--- src/hdl/qse_pkg.sv ---
// Shared widths, codes and controller command type for the quadrature speed estimator.
package qse_pkg;

  localparam int COUNT_WIDTH = 24;
  localparam int SPEED_WIDTH = 48;
  localparam int SCALE_WIDTH = 32;
  localparam int ALPHA_WIDTH = 17;
  localparam int FRAC_BITS   = 16;

  localparam int PROD_WIDTH  = COUNT_WIDTH + SCALE_WIDTH + 1;
  localparam int DIFF_WIDTH  = SPEED_WIDTH + 1;
  localparam int FPROD_WIDTH = DIFF_WIDTH + ALPHA_WIDTH + 1;

  localparam logic [ALPHA_WIDTH-1:0] ALPHA_ONE = ALPHA_WIDTH'(1) << FRAC_BITS;

  localparam int APB_ADDR_WIDTH = 4;
  localparam int APB_DATA_WIDTH = 32;

  // Request function codes
  localparam logic [1:0] FUNC_EDGE_A = 2'd0;
  localparam logic [1:0] FUNC_EDGE_B = 2'd1;
  localparam logic [1:0] FUNC_TICK   = 2'd2;

  // Register indexes
  localparam logic [1:0] REG_SPEED_SCALE   = 2'd0;
  localparam logic [1:0] REG_LP_WEIGHT     = 2'd1;
  localparam logic [1:0] REG_REVERSE_DIR   = 2'd2;

  localparam logic [SCALE_WIDTH-1:0] SPEED_SCALE_RESET = SCALE_WIDTH'(65536);
  localparam logic [ALPHA_WIDTH-1:0] LP_WEIGHT_RESET   = ALPHA_WIDTH'(32768);

  typedef struct packed {
    logic count_edge;
    logic capture;
    logic multiply;
    logic saturate;
    logic filter;
    logic finish;
  } dp_cmd_t;

endpackage

--- src/hdl/qse_ifs.sv ---
// Valid/ready channel interfaces for edge/tick requests and speed results.
interface qse_req_if;
  import qse_pkg::*;
  logic       valid;
  logic       ready;
  logic [1:0] func;
  logic       phase_a;
  logic       phase_b;
  modport source (output valid, func, phase_a, phase_b, input ready);
  modport sink   (input valid, func, phase_a, phase_b, output ready);
endinterface

interface qse_res_if;
  import qse_pkg::*;
  logic                          valid;
  logic                          ready;
  logic signed [COUNT_WIDTH-1:0] sampled_count;
  logic signed [SPEED_WIDTH-1:0] raw_speed;
  logic signed [SPEED_WIDTH-1:0] filtered_speed;
  modport source (output valid, sampled_count, raw_speed, filtered_speed, input ready);
  modport sink   (input valid, sampled_count, raw_speed, filtered_speed, output ready);
endinterface

--- src/hdl/qse_ctrl.sv ---
// Sequencer: accepts requests, steps the datapath through a tick, owns result valid.
module qse_ctrl
  import qse_pkg::*;
(
  input  logic       clk,
  input  logic       rst,
  input  logic       req_valid,
  input  logic [1:0] req_func,
  output logic       req_ready,
  output logic       res_valid,
  input  logic       res_ready,
  output dp_cmd_t    cmd
);

  localparam logic [2:0] ST_IDLE   = 3'd0;
  localparam logic [2:0] ST_MUL    = 3'd1;
  localparam logic [2:0] ST_SAT    = 3'd2;
  localparam logic [2:0] ST_FILT   = 3'd3;
  localparam logic [2:0] ST_DONE   = 3'd4;

  logic [2:0] state;
  logic [2:0] state_next;
  logic       res_valid_next;

  always_comb begin
    state_next     = state;
    res_valid_next = res_valid && !res_ready;
    cmd            = '0;
    req_ready      = (state == ST_IDLE);
    case (state)
      ST_IDLE: begin
        if (req_valid) begin
          case (req_func)
            FUNC_EDGE_A, FUNC_EDGE_B: begin
              cmd.count_edge = 1'b1;
            end
            FUNC_TICK: begin
              cmd.capture = 1'b1;
              state_next  = ST_MUL;
            end
            default: begin
            end
          endcase
        end
      end
      ST_MUL: begin
        cmd.multiply = 1'b1;
        state_next   = ST_SAT;
      end
      ST_SAT: begin
        cmd.saturate = 1'b1;
        state_next   = ST_FILT;
      end
      ST_FILT: begin
        cmd.filter = 1'b1;
        state_next = ST_DONE;
      end
      ST_DONE: begin
        // hold until the result register is free
        if (!res_valid || res_ready) begin
          cmd.finish     = 1'b1;
          res_valid_next = 1'b1;
          state_next     = ST_IDLE;
        end
      end
      default: begin
        state_next = ST_IDLE;
      end
    endcase
  end

  always_ff @(posedge clk) begin
    if (rst) begin
      state     <= ST_IDLE;
      res_valid <= 1'b0;
    end else begin
      state     <= state_next;
      res_valid <= res_valid_next;
    end
  end

endmodule

--- src/hdl/qse_dpath.sv ---
// Datapath: saturating edge counter, scale multiply, saturation and low-pass filter.
module qse_dpath
  import qse_pkg::*;
(
  input  logic                          clk,
  input  logic                          rst,
  input  dp_cmd_t                       cmd,
  input  logic                          edge_on_b,
  input  logic                          phase_a,
  input  logic                          phase_b,
  input  logic [SCALE_WIDTH-1:0]        speed_scale,
  input  logic [ALPHA_WIDTH-1:0]        lp_weight,
  input  logic                          reverse_direction,
  output logic signed [COUNT_WIDTH-1:0] sampled_count,
  output logic signed [SPEED_WIDTH-1:0] raw_speed,
  output logic signed [SPEED_WIDTH-1:0] filtered_speed
);

  localparam logic signed [COUNT_WIDTH-1:0] COUNT_MAX = {1'b0, {(COUNT_WIDTH-1){1'b1}}};
  localparam logic signed [COUNT_WIDTH-1:0] COUNT_MIN = {1'b1, {(COUNT_WIDTH-1){1'b0}}};
  localparam logic signed [SPEED_WIDTH-1:0] SPEED_MAX = {1'b0, {(SPEED_WIDTH-1){1'b1}}};
  localparam logic signed [SPEED_WIDTH-1:0] SPEED_MIN = {1'b1, {(SPEED_WIDTH-1){1'b0}}};

  logic signed [COUNT_WIDTH-1:0] edge_count;
  logic signed [COUNT_WIDTH-1:0] cnt_s;
  logic signed [PROD_WIDTH-1:0]  prod;
  logic signed [SPEED_WIDTH-1:0] raw;
  logic signed [SPEED_WIDTH-1:0] last_filtered;
  logic signed [FPROD_WIDTH-1:0] fprod;

  logic                          count_up;
  logic [PROD_WIDTH-SPEED_WIDTH:0] prod_top;
  logic                          prod_fits;
  logic signed [SPEED_WIDTH-1:0] raw_sat;
  logic [ALPHA_WIDTH-1:0]        alpha_c;
  logic signed [DIFF_WIDTH-1:0]  diff;
  logic signed [FPROD_WIDTH-1:0] fshift;
  logic signed [DIFF_WIDTH-1:0]  filt_sum;
  logic signed [SPEED_WIDTH-1:0] filt_new;

  // A edge counts up when the pins agree; B edge and reverse flip it
  assign count_up = (phase_a == phase_b) ^ edge_on_b ^ reverse_direction;

  assign prod_top  = prod[PROD_WIDTH-1:SPEED_WIDTH-1];
  assign prod_fits = (&prod_top) || !(|prod_top);
  assign raw_sat   = prod_fits ? prod[SPEED_WIDTH-1:0]
                               : (prod[PROD_WIDTH-1] ? SPEED_MIN : SPEED_MAX);

  assign alpha_c = (lp_weight > ALPHA_ONE) ? ALPHA_ONE : lp_weight;
  assign diff    = {raw[SPEED_WIDTH-1], raw} - {last_filtered[SPEED_WIDTH-1], last_filtered};

  // floor(alpha * diff / 2^16) + last, always within the speed range
  assign fshift   = fprod >>> FRAC_BITS;
  assign filt_sum = fshift[DIFF_WIDTH-1:0]
                  + {last_filtered[SPEED_WIDTH-1], last_filtered};
  assign filt_new = filt_sum[SPEED_WIDTH-1:0];

  always_ff @(posedge clk) begin
    if (rst) begin
      edge_count    <= '0;
      last_filtered <= '0;
    end else begin
      if (cmd.count_edge) begin
        if (count_up && edge_count != COUNT_MAX) begin
          edge_count <= edge_count + COUNT_WIDTH'(1);
        end else if (!count_up && edge_count != COUNT_MIN) begin
          edge_count <= edge_count - COUNT_WIDTH'(1);
        end
      end else if (cmd.capture) begin
        edge_count <= '0;
      end
      if (cmd.finish) begin
        last_filtered <= filt_new;
      end
    end
  end

  always_ff @(posedge clk) begin
    if (cmd.capture) begin
      cnt_s <= edge_count;
    end
    if (cmd.multiply) begin
      prod <= $signed(cnt_s) * $signed({1'b0, speed_scale});
    end
    if (cmd.saturate) begin
      raw <= raw_sat;
    end
    if (cmd.filter) begin
      fprod <= $signed(diff) * $signed({1'b0, alpha_c});
    end
    if (cmd.finish) begin
      sampled_count  <= cnt_s;
      raw_speed      <= raw;
      filtered_speed <= filt_new;
    end
  end

endmodule

--- src/hdl/quadrature_speed_estimator_unit.sv ---
// An edge request updates the count when accepted; a tick passes through the accept cycle and
// the scale multiply, saturation, filter multiply and result register steps of the sequencer.
// One edge per cycle while no tick is in progress; requests wait until a tick has finished.
// A finished result waits in the output register while edges are still accepted.
// Reset (synchronous, rst high) clears the edge count, the filter state, result valid,
// and loads the registers with scale 1.0, alpha 0.5, normal direction.
module quadrature_speed_estimator_unit
  import qse_pkg::*;
(
  input  logic                      clk,
  input  logic                      rst,
  qse_req_if.sink                   events,
  qse_res_if.source                 speeds,
  input  logic                      psel,
  input  logic                      penable,
  input  logic                      pwrite,
  input  logic [APB_ADDR_WIDTH-1:0] paddr,
  input  logic [APB_DATA_WIDTH-1:0] pwdata,
  output logic [APB_DATA_WIDTH-1:0] prdata,
  output logic                      pready
);

  logic [SCALE_WIDTH-1:0] speed_scale;
  logic [ALPHA_WIDTH-1:0] lp_weight;
  logic                   reverse_direction;
  logic                   cfg_write;
  logic [1:0]             reg_index;
  dp_cmd_t                cmd;

  assign pready    = 1'b1;
  assign cfg_write = psel && penable && pwrite;
  assign reg_index = paddr[3:2];

  always_ff @(posedge clk) begin
    if (rst) begin
      speed_scale       <= SPEED_SCALE_RESET;
      lp_weight         <= LP_WEIGHT_RESET;
      reverse_direction <= 1'b0;
    end else if (cfg_write) begin
      case (reg_index)
        REG_SPEED_SCALE:  speed_scale       <= pwdata[SCALE_WIDTH-1:0];
        REG_LP_WEIGHT:    lp_weight         <= pwdata[ALPHA_WIDTH-1:0];
        REG_REVERSE_DIR:  reverse_direction <= pwdata[0];
        default: begin
        end
      endcase
    end
  end

  always_comb begin
    case (reg_index)
      REG_SPEED_SCALE:  prdata = APB_DATA_WIDTH'(speed_scale);
      REG_LP_WEIGHT:    prdata = APB_DATA_WIDTH'(lp_weight);
      REG_REVERSE_DIR:  prdata = APB_DATA_WIDTH'(reverse_direction);
      default:          prdata = '0;
    endcase
  end

  qse_ctrl u_ctrl (
    .clk       (clk),
    .rst       (rst),
    .req_valid (events.valid),
    .req_func  (events.func),
    .req_ready (events.ready),
    .res_valid (speeds.valid),
    .res_ready (speeds.ready),
    .cmd       (cmd)
  );

  qse_dpath u_dpath (
    .clk               (clk),
    .rst               (rst),
    .cmd               (cmd),
    .edge_on_b         (events.func[0]),
    .phase_a           (events.phase_a),
    .phase_b           (events.phase_b),
    .speed_scale       (speed_scale),
    .lp_weight         (lp_weight),
    .reverse_direction (reverse_direction),
    .sampled_count     (speeds.sampled_count),
    .raw_speed         (speeds.raw_speed),
    .filtered_speed    (speeds.filtered_speed)
  );

endmodule

--- src/flat_wrapper.sv ---
// flat-port wrapper written by rule: the top's interface ports become plain ports
module quadrature_speed_estimator_unit_flat import qse_pkg::*;
  (clk, rst, psel, penable, pwrite, paddr, pwdata, prdata, pready, events_valid, events_func, events_phase_a, events_phase_b, events_ready, speeds_valid, speeds_sampled_count, speeds_raw_speed, speeds_filtered_speed, speeds_ready);
  qse_req_if events_i ();
  qse_res_if speeds_i ();
  input  logic clk;
  input  logic rst;
  input  logic psel;
  input  logic penable;
  input  logic pwrite;
  input  logic [APB_ADDR_WIDTH-1:0] paddr;
  input  logic [APB_DATA_WIDTH-1:0] pwdata;
  output logic [APB_DATA_WIDTH-1:0] prdata;
  output logic pready;
  input wire logic [$bits(events_i.valid)-1:0] events_valid;
  input wire logic [$bits(events_i.func)-1:0] events_func;
  input wire logic [$bits(events_i.phase_a)-1:0] events_phase_a;
  input wire logic [$bits(events_i.phase_b)-1:0] events_phase_b;
  output wire logic [$bits(events_i.ready)-1:0] events_ready;
  output wire logic [$bits(speeds_i.valid)-1:0] speeds_valid;
  output wire logic [$bits(speeds_i.sampled_count)-1:0] speeds_sampled_count;
  output wire logic [$bits(speeds_i.raw_speed)-1:0] speeds_raw_speed;
  output wire logic [$bits(speeds_i.filtered_speed)-1:0] speeds_filtered_speed;
  input wire logic [$bits(speeds_i.ready)-1:0] speeds_ready;
  assign events_i.valid = events_valid;
  assign events_i.func = events_func;
  assign events_i.phase_a = events_phase_a;
  assign events_i.phase_b = events_phase_b;
  assign events_ready = events_i.ready;
  assign speeds_valid = speeds_i.valid;
  assign speeds_sampled_count = speeds_i.sampled_count;
  assign speeds_raw_speed = speeds_i.raw_speed;
  assign speeds_filtered_speed = speeds_i.filtered_speed;
  assign speeds_i.ready = speeds_ready;
  quadrature_speed_estimator_unit u_core (.clk(clk), .rst(rst), .events(events_i), .speeds(speeds_i), .psel(psel), .penable(penable), .pwrite(pwrite), .paddr(paddr), .pwdata(pwdata), .prdata(prdata), .pready(pready));
endmodule
--- config.mk ---
export PLATFORM = sky130hd
export DESIGN_NAME = quadrature_speed_estimator_unit_flat
export DESIGN_NICKNAME = d
export VERILOG_FILES = /design/src/hdl/qse_pkg.sv /design/src/hdl/qse_ifs.sv /design/src/hdl/qse_ctrl.sv /design/src/hdl/qse_dpath.sv /design/src/hdl/quadrature_speed_estimator_unit.sv /design/src/flat_wrapper.sv
export SDC_FILE = /design/constraint.sdc
export NUM_CORES = 2
export LEC_CHECK = 0
export BUFFER_PORTS_ARGS = -buffer_cell sky130_fd_sc_hd__clkbuf_2
export CAP_MARGIN = 20
export CORE_MARGIN = 2
export CORE_UTILIZATION = 30
export CTS_CLUSTER_DIAMETER = 40
export DETAILED_ROUTE_END_ITERATION = 10
export GPL_ROUTABILITY_DRIVEN = 1
export PLACE_DENSITY = 0.43
export RECOVER_POWER = 25
export SLEW_MARGIN = 5
export SYNTH_ARGS = -nofsm -noshare
export SYNTH_HDL_FRONTEND = slang
export SYNTH_SLANG_ARGS = --single-unit
--- constraint.sdc ---
create_clock -name clk -period 8.35 [get_ports clk]
set_input_delay 0.835 -clock clk [delete_from_list [all_inputs] [get_ports clk]]
set_output_delay 0.835 -clock clk [all_outputs]
set_load 0.005 [all_outputs]
==> impl_metrics.py <==
metrics = {
    "setup_path": {
        "timing.rr.start": "u_core.u_dpath.raw[0]$_DFFE_PN_",
        "crit_buf_inv": 8,
        "r2r_cells": 38,
        "cp_top_family": "adder cells",
        "ff2ff_setup_slack_ns": -0.67,
        "crit_arrival_ns": 9.44,
        "cp.required_ns": 8.76,
        "cp_common_cell": "fa_1",
        "criticalPathCategory": "reg -> reg",
        "startpoint_type": "register",
        "cpPeakStageDelay_ns": 0.60,
        "end_kind": "register",
        "path_max_fanout": 4,
        "cpMaxStageDelayCell": "or4_4",
        "r2r_end": "u_core.u_dpath.fprod[63]$_DFFE_PP_",
        "cp.depth": 38,
    },
    "synthesis": {
        "synth_warnings": 0,
        "synth_ff_type": "edfxtp_1",
        "synth_area_mm2": 0.0715,
        "synth-edff-count": 297,
        "syn_nets": 9740,
        "avgSynthCellArea_um2": 9.16,
        "ys_seq_area_share_pct": 16.0,
        "synth_seq_cells": 423,
        "ys_types": 90,
        "synthCells": 7801,
        "synthArstFlopShare_pct": 0,
    },
    "sta": {
        "rsz0062_at_grt": "yes",
        "tightest_slew_ns": 3.90,
        "period_minus_slack_ns": 9.02,
        "setup_viol": 42,
        "layout_setup_ws_ns": -0.675,
        "skew_ns": 0.0697,
        "finalMaxSlewViolations": 413,
        "period_share_pct": 108,
        "slew_headroom_pct": -160,
        "hold_viol_final": 0,
        "fmax_ghz": 0.111,
        "whs_ns": 0.332,
    },
    "floorplan": {
        "die_y_um": 492,
        "start_util_pct": 30.1,
        "dieArea_mm2": 0.242,
        "ios": 202,
        "core-area_mm2": 0.237,
        "fp-row-count": 179,
        "die_width_um": 492,
    },
    "route": {
        "routed_wl_mm": 248,
        "detailedRoute.firstPassIterationCount": 6,
        "route.detailed.drc": 0,
        "via_per_inst": 4.65,
        "drt_first_iter_violations": 2961,
        "routedWlPerCell_um": 21.0,
        "vias": 55000,
        "ant_nets": 0,
    },
    "placed_design": {
        "numPortBuffers": 198,
        "pre_cts_ws_ns": -0.973,
        "post-dp-hpwl_mm": 209,
        "place.gp.congestion": 0.876,
    },
    "outcome": {
        "failed_checks": "max-capacitance violations, max-slew violations, negative setup slack",
        "status": "finished with violations",
    },
    "clocking": {
        "cts.sinks": 423,
        "cts_tree": "built",
        "cts_buffers": 87,
        "path_clk_slew_ns": 0.05,
        "insertion_delay_ns": 0.73,
        "clockBufferDepth": 3,
        "h-tree-depth": 3,
        "cts-root-buf": "clkbuf_16",
    },
    "pwr": {
        "switching_share_pct": 34.3,
        "clock_power_share_pct": 40.2,
        "p_per_area_mw_per_mm2": 107,
        "power_frac_seq_pct": 26.1,
        "p_comb_share_pct": 33.7,
        "internal_power_w": 0.00608,
        "p_leak_nw": 40.5,
        "switching_power_w": 0.00318,
        "ir_drop_uv": 147,
    },
    "grt": {
        "grt-ovfl-total": 0,
        "grt_max_degree": 93,
        "grt_pass1_vias": 60500,
        "grtUsageTotal_pct": 20.7,
        "antenna_found_initial": 11,
        "grt_pass1_wl_mm": 378,
    },
    "min_path": {
        "min_from": "pwdata[24]",
        "hold_depth": 3,
        "holdPathEnd": "u_core.speed_scale[24]$_SDFFE_PP0P_",
        "min_path_type": "in -> reg",
    },
    "layout": {
        "drive_gt1_share_pct": 16.6,
        "area_growth_pct": 20.8,
        "final_common_cell": "inv_1",
        "most-common-layout-cells": "inv_1 (1623), fa_1 (1389), nand2_1 (1269), buf_4 (726), ha_1 (449)",
        "nets": 10500,
    },
    "flow_run": {
        "cap_violations": 10,
    },
}
-- registers in the layout (all words and copies together) (netlist names), 32 cells and up --
signal and cells:
u_core.u_dpath.prod 57, u_core.u_dpath.filtered_speed 48, u_core.u_dpath.fprod 48, u_core.u_dpath.last_filtered 48, u_core.u_dpath.raw 48, u_core.u_dpath.raw_speed 48, u_core.speed_scale 32
-- kinds of logic (layout without fill, tap and decap cells) --
group / count (synthesis) / count (layout) / synth area share, %
compound gates: 778 / 778 / 7.05
other cells: 1 / 8 / 0.00525
buf+inv: 2023 / 2869 / 10.6
fa+ha+maj: 1892 / 1892 / 48.0
xor+xnor: 241 / 241 / 2.97
flops: 423 / 423 / 16.0
simple gates: 2424 / 2424 / 15.1
mux: 19 / 19 / 0.284
-- metrics by stage --
| step | instance area (um2) | utilization, % | TNS, ns | power, W | instances |
|---|---|---|---|---|---|
| 3_5_place_dp | 81800 | 34.5 | -21.71 | 0.00539 | 11600 |
| 5_1_grt | 86400 | 36.4 | -29.16 | 0.00978 | 11800 |
| 6_report | 86400 | 36.4 | -14.79 | 0.00926 | 11800 |
| 4_1_cts | 85900 | 36.2 | -10.78 | 0.00932 | 11800 |
| 3_3_place_gp | 81800 | 34.5 | -20.76 | 0.00540 | 11600 |
| 2_1_floorplan | 71700 | - | -0.451 | 0.00410 | 7801 |
-- worst reg2reg max path, delay by kind of cell, from the launching register on --
kind | cells | cell delay (ns)
adder cells (fa/ha/maj) | 8 | 3.36
AND/OR/NAND/NOR | 6 | 1.09
flip-flops | 1 | 0.36
XOR/XNOR | 2 | 0.21
buffers and inverters | 8 | 0.77
AO/OA/AOI/OAI | 14 | 2.93
-- worst max path at each step --
stage                                         start                                  to
floorplan           u_core.u_dpath.raw[0]$_DFFE_PN_  u_core.u_dpath.fprod[63]$_DFFE_PP_
global placement    u_core.u_dpath.raw[0]$_DFFE_PN_  u_core.u_dpath.fprod[55]$_DFFE_PP_
detailed placement  u_core.u_dpath.raw[0]$_DFFE_PN_  u_core.u_dpath.fprod[63]$_DFFE_PP_
CTS                 u_core.u_dpath.raw[0]$_DFFE_PN_  u_core.u_dpath.fprod[63]$_DFFE_PP_
global route        u_core.u_dpath.raw[0]$_DFFE_PN_  u_core.u_dpath.fprod[55]$_DFFE_PP_
finish              u_core.u_dpath.raw[0]$_DFFE_PN_  u_core.u_dpath.fprod[63]$_DFFE_PP_
-- per-layer routing --
metal | routed length (um) | global-route usage [%]
met1 | 107000 | 26.6
met2 | 123000 | 36.3
met3 | 10100 | 2.43
met4 | 8330 | 5.93
met5 | 0 | 0
-- synthesized netlist by cell type (7+ instances only) --
cell type	instances	share of area, %
a211o_1	9	0.11
a211oi_1	20	0.21
a21o_1	131	1.4
a21oi_1	266	1.9
a31oi_1	31	0.27
and2_1	324	2.8
and3_1	30	0.26
buf_1	32	0.17
clkbuf_1	336	1.8
dfxtp_1	126	3.5
edfxtp_1	297	12
fa_1	1415	40
ha_1	477	8.4
inv_1	1648	8.7
mux2i_1	18	0.25
nand2_1	1281	6.7
nand2b_1	78	0.68
nand3_1	54	0.38
nand4_1	36	0.32
nor2_1	457	2.4
nor2b_1	58	0.51
nor3_1	38	0.27
nor3b_1	10	0.11
nor4_1	22	0.19
o21a_1	46	0.48
o21ai_0	135	0.95
o21bai_1	26	0.27
o31a_1	7	0.086
o31ai_1	14	0.15
or2_2	8	0.070
xnor2_1	155	1.9
xor2_1	84	1.0
-- area by class of cell --
| type | instances | area, um2 |
|---|---|---|
| well taps | 3167 | 3960 |
| multi-input cells | 5355 | 53600 |
| clock inverters | 65 | 905 |
| flip-flops and latches | 423 | 11400 |
| repair buffers | 1057 | 7950 |
| clock buffers | 98 | 2250 |
| diodes | 7 | 17.5 |
| inverters | 1649 | 6200 |
| fillers | 24500 | 151000 |
-- power by group through the flow --
stage          registers, W  logic (W)  clock network, W
4_1_cts             0.00242    0.00308           0.00383
3_3_place_gp        0.00246    0.00293                 0
5_1_grt             0.00242    0.00345           0.00390
3_5_place_dp        0.00246    0.00293                 0
2_1_floorplan       0.00242    0.00168                 0
6_report            0.00242    0.00312           0.00372
-- repair_timing --
action,in CTS,in global routing
hold buffers,0,0
resized for setup,162,94
setup buffers,37,34
endpoints found under the setup margin,34,40
pin swaps,159,109
Note: power is estimated with default switching activity, not from simulation.
